===== src/rtl/core/pbss_pkg.sv =====
// ----------------------------------------------------------------------------
// pbss_pkg: shared types for the paged byte string search
// Request kinds, fixed field widths and the control bundle that the top
// level broadcasts to the matcher chain.
// ----------------------------------------------------------------------------
package pbss_pkg;

  // Fixed field widths
  localparam int unsigned KIND_W = 2;
  localparam int unsigned BYTE_W = 8;
  localparam int unsigned NIDX_W = 8;
  localparam int unsigned ADDR_W = 64;
  localparam int unsigned LEN_W  = 9;

  // Request kinds
  typedef enum logic [KIND_W-1:0] {
    KIND_LOAD  = 2'd0,
    KIND_START = 2'd1,
    KIND_DATA  = 2'd2,
    KIND_GAP   = 2'd3
  } kind_e;

  // Per-cycle control broadcast to every cell
  typedef struct packed {
    logic              shift;     // data byte steps the prefix bits
    logic              clear;     // drop all partial matches
    logic              load;      // needle byte write
    logic [NIDX_W-1:0] load_idx;  // needle position for a write
    logic [BYTE_W-1:0] data;      // needle byte or memory byte
  } ctrl_t;

endpackage


===== src/rtl/core/pbss_cell.sv =====
// ----------------------------------------------------------------------------
// pbss_cell: one needle position of the matcher chain
// Holds one needle byte and one prefix match bit; the bit is handed on to
// the next cell each time a data byte comes by.
// ----------------------------------------------------------------------------
module pbss_cell #(
  parameter int unsigned IDX   = 0,
  parameter int unsigned IDX_W = 8
) (
  input  logic               clk_i,
  input  logic               rst_ni,
  input  pbss_pkg::ctrl_t    ctrl_i,
  input  logic [IDX_W-1:0]   last_idx_i,
  input  logic               prev_bit_i,
  output logic               bit_o,
  output logic               hit_o
);
  import pbss_pkg::*;

  logic [BYTE_W-1:0] needle_q;
  logic              bit_q, bit_d;
  logic              match_new;
  logic              is_last;

  // needle byte, undefined until loaded
  always_ff @(posedge clk_i) begin
    if (ctrl_i.load && (int'(ctrl_i.load_idx) == IDX)) begin
      needle_q <= ctrl_i.data;
    end
  end

  assign match_new = prev_bit_i && (ctrl_i.data == needle_q);
  assign is_last   = (int'(last_idx_i) == IDX);

  // prefix bit update
  always_comb begin
    bit_d = bit_q;
    priority if (ctrl_i.clear) begin
      bit_d = 1'b0;
    end else if (ctrl_i.shift) begin
      bit_d = match_new;
    end
  end

  always_ff @(posedge clk_i or negedge rst_ni) begin
    if (!rst_ni) begin
      bit_q <= 1'b0;
    end else begin
      bit_q <= bit_d;
    end
  end

  assign bit_o = bit_q;
  // the cell at the last needle position reports a completed match
  assign hit_o = ctrl_i.shift && match_new && is_last;

endmodule


===== src/rtl/core/pbss_chain.sv =====
// ----------------------------------------------------------------------------
// pbss_chain: row of matcher cells
// Cell i holds needle byte i; prefix bits ripple from cell to cell, one
// step per data byte. The hit flag comes from the cell at the last position.
// ----------------------------------------------------------------------------
module pbss_chain #(
  parameter int unsigned MAX_NEEDLE = 256,
  parameter int unsigned IDX_W      = 8
) (
  input  logic               clk_i,
  input  logic               rst_ni,
  input  pbss_pkg::ctrl_t    ctrl_i,
  input  logic [IDX_W-1:0]   last_idx_i,
  output logic               hit_o
);
  import pbss_pkg::*;

  logic [MAX_NEEDLE-1:0] bits;
  logic [MAX_NEEDLE-1:0] hits;

  for (genvar i = 0; i < MAX_NEEDLE; i++) begin : g_cell
    logic prev_bit;
    // the first cell always starts a new partial match
    if (i == 0) begin : g_head
      assign prev_bit = 1'b1;
    end else begin : g_body
      assign prev_bit = bits[i-1];
    end

    pbss_cell #(
      .IDX   (i),
      .IDX_W (IDX_W)
    ) u_cell (
      .clk_i      (clk_i),
      .rst_ni     (rst_ni),
      .ctrl_i     (ctrl_i),
      .last_idx_i (last_idx_i),
      .prev_bit_i (prev_bit),
      .bit_o      (bits[i]),
      .hit_o      (hits[i])
    );
  end

  // at most one cell is the last position
  assign hit_o = |hits;

endmodule


===== config.mk =====
export PLATFORM = sky130hd
export DESIGN_NAME = pbss_chain
export DESIGN_NICKNAME = d
export VERILOG_FILES = /design/src/rtl/core/pbss_pkg.sv /design/src/rtl/core/pbss_cell.sv /design/src/rtl/core/pbss_chain.sv
export SDC_FILE = /design/constraint.sdc
export NUM_CORES = 2
export LEC_CHECK = 0
export BUFFER_PORTS_ARGS = -buffer_cell sky130_fd_sc_hd__buf_2
export CORE_AREA = 2 2 628 318
export CTS_CLUSTER_SIZE = 14
export DETAILED_ROUTE_END_ITERATION = 6
export DIE_AREA = 0 0 630 320
export PLACE_DENSITY = 0.71
export SLEW_MARGIN = 20
export SYNTH_ARGS = -nofsm -noshare
export SYNTH_HDL_FRONTEND = slang
export SYNTH_HIERARCHICAL = 1
export SYNTH_SLANG_ARGS = --single-unit

===== constraint.sdc =====
create_clock -name clk_i -period 3.4 [get_ports clk_i]
set_clock_uncertainty 0.2 [all_clocks]
set_input_delay 0.17 -clock clk_i [delete_from_list [all_inputs] [get_ports clk_i]]
set_output_delay 0.17 -clock clk_i [all_outputs]
set_load 0.02 [all_outputs]

==> results.json <==
{
  "outcome": "complete, but fails checks",
  "violations": "negative setup slack",
  "path_class": "primary input to output port",
  "postPlaceCellArea_um2": 124000,
  "synthCells": 8096,
  "fp.dieH_um": 320,
  "max_stage_delay_ns": 0.77,
  "p_comb_share_pct": 9.6,
  "power_mw": 59.7,
  "timing.fmax_mhz": 233,
  "slew_headroom_pct": 23.3,
  "stdcell_area_um2": 134000,
  "cts_max_level": 4,
  "crit_fanout": 10,
  "clk_latency_ns": 0.86,
  "ant_nets": 0,
  "clock_path_buffers": 4,
  "crit_chain": "buf_8, buf_4, dlygate4sd3_1, xor2_1, nor3_2, nand3_2, nor4_2, nor4_1, buf_4, nand4_1, nor4_1, nand4_1, buf_6",
  "end_kind": "output port",
  "critical_path_arrival_ns": 3.93,
  "crit_slowest_cell": "dlygate4sd3_1",
  "grt_max_degree": 139,
  "core-area_um2": 196000,
  "rows": 115,
  "wl_per_cell_um": 25.7,
  "antenna_found_initial": 11,
  "instances_no_fill": 12339,
  "clockPowerShare_pct": 38.8,
  "cts-buffers-inserted": 208,
  "place_inst": 11627,
  "grt_pass1_wl_um": 478000,
  "swShare_pct": 23.7,
  "min_path_type": "primary input to flop",
  "avgSynthCellArea_um2": 13.7,
  "synthesis.area_um2": 111000,
  "synthesis.nets": 8125,
  "cp-start-kind": "primary input",
  "seq_power_share_pct": 51.7,
  "drt_pass1_iterations": 6,
  "holdWs_ns": 0.0228,
  "clock_sinks": 2303,
  "area_growth_pct": 20.5,
  "cts_tree": "yes",
  "drv_slew": 0,
  "fp.dieW_um": 630,
  "p_leak_nw": 43.7,
  "io_buffers": 29,
  "drive_above_1_share_pct": 18.8,
  "peakVddDrop_uv": 450,
  "first_global_vias": 74565,
  "gp_congestion": 0.847,
  "drcViolationCount": 0,
  "drv_cap": 0,
  "required_ns": 3.03,
  "hpwl_um": 182000,
  "viasPerCell": 6.24,
  "tightest_slew_ns": 1.15,
  "routed-via-count": 76968,
  "ctsRootBufferMaster": "clkbuf_16",
  "drt-total-wl_um": 317000,
  "initial_utilization_pct": 56.9,
  "ys_warn_count": 6,
  "period_needed_ns": 4.30,
  "die_area_um2": 202000,
  "path_clk_slew_ns": 0.07,
  "hold_violations": 0,
  "p_int_mw": 45.6,
  "drt_iter0_drc": 9664,
  "fin_crit_sh_pct": 126,
  "utilization_pct": 68.5,
  "rsz0062_at_grt": "true",
  "p_sw_mw": 14.1,
  "power_density_nw_per_um2": 445,
  "worst_slack_ns": -0.895,
  "pin_count": 30,
  "track_usage_pct": 31.1,
  "setup-violations-final": 1,
  "overflow": 0,
  "nNetsFinal": 9572
}
## repair_timing
| action | in CTS | in global routing |
|---|---|---|
| hold endpoints to repair | 3138 | 0 |
| pin swaps | 12 | 13 |
| hold buffers | 337 | 0 |
| cloned | 0 | 0 |
| resized for setup | 15 | 12 |
| buffers inserted | 0 | 1 |
| endpoints found under the setup margin | 1 | 1 |
## critical path: cells and delay by family
family	cells	cell delay, ns
buffers and inverters	5	1.68
xor gates and xnor gates	1	0.21
and+or+nand+nor	7	1.82
## metal layers
metal	GRT usage (%)	share of wire, %	up-vias
met5	0	0.0028	-
met4	7.69	2.5	2
met3	6.69	10	547
met2	46.6	44	3858
met1	46.4	43	38664
li1	-	-	33897
## worst paths after layout
check	startpoint	end	slack [ns]	cells after the start
worst max-delay path	ctrl_i[2]	hit_o	-0.90	13
worst min-delay path	ctrl_i[4]	g_cell[79].u_cell/needle_q[4]	0.02	4
worst max register to register	g_cell[65].u_cell/bit_o	g_cell[66].u_cell/bit_o	0.65	6
worst min register to register	g_cell[251].u_cell/bit_o	g_cell[251].u_cell/bit_o	0.28	2
max in group asynchronous	rst_ni	g_cell[125].u_cell/bit_o	2.20	4
min in group asynchronous	rst_ni	g_cell[34].u_cell/bit_o	0.40	4
## final cells by class
class | instances | area [µm²]
multi-input cells | 5793 | 43500
flip-flops and latches | 2303 | 67900
clock inverters | 52 | 493
well taps | 2632 | 3290
fillers | 13642 | 61600
diodes | 2 | 5.00
repair buffers | 1237 | 12900
clock buffers | 320 | 5980
## sequential cells by signal, indices dropped and copies added, names as in the netlist
register and flops:
g_cell.u_cell/needle_q 2048, g_cell.u_cell/bit_o 255
## through the flow
step	setup slack (ns)	TNS, ns
after floorplan	1.30	0
after global placement	-0.835	-0.835
after detailed placement	-0.894	-0.894
after CTS	-0.827	-0.827
after global routing	-0.962	-0.962
final	-0.895	-0.895
## layout by cell type, fill, tap and decap left out, drive strengths merged, types with 3 or more instances in the layout
cell type        n
nor4           390
nand2          465
nor2           560
nand4bb         24
nand2b         102
dlymetal6s4s     4
or4              4
nor4bb         188
and4bb          39
xor2          1382
buf            948
clkinv          38
nor3           354
xnor2          666
or4b            34
and4b           24
nand3b          48
nand4          247
nand3          542
dfrtp          255
clkbuf         320
inv              3
edfxtp        2048
or4bb           29
and4             6
o31ai          153
nor4b          279
bufinv           9
o21ai          102
dlygate4sd3    285
nand4b         152
## power groups by stage
stage | Sequential [mW] | Clock [mW] | Combinational, mW
2_1_floorplan | 31.5 | 0 | 1.67
3_3_place_gp | 31.5 | 0 | 5.00
3_5_place_dp | 31.5 | 0 | 5.09
4_1_cts | 30.9 | 23.4 | 5.60
5_1_grt | 30.8 | 24.6 | 6.01
6_report | 30.9 | 23.2 | 5.71
Power figures use the tool's default switching activity.
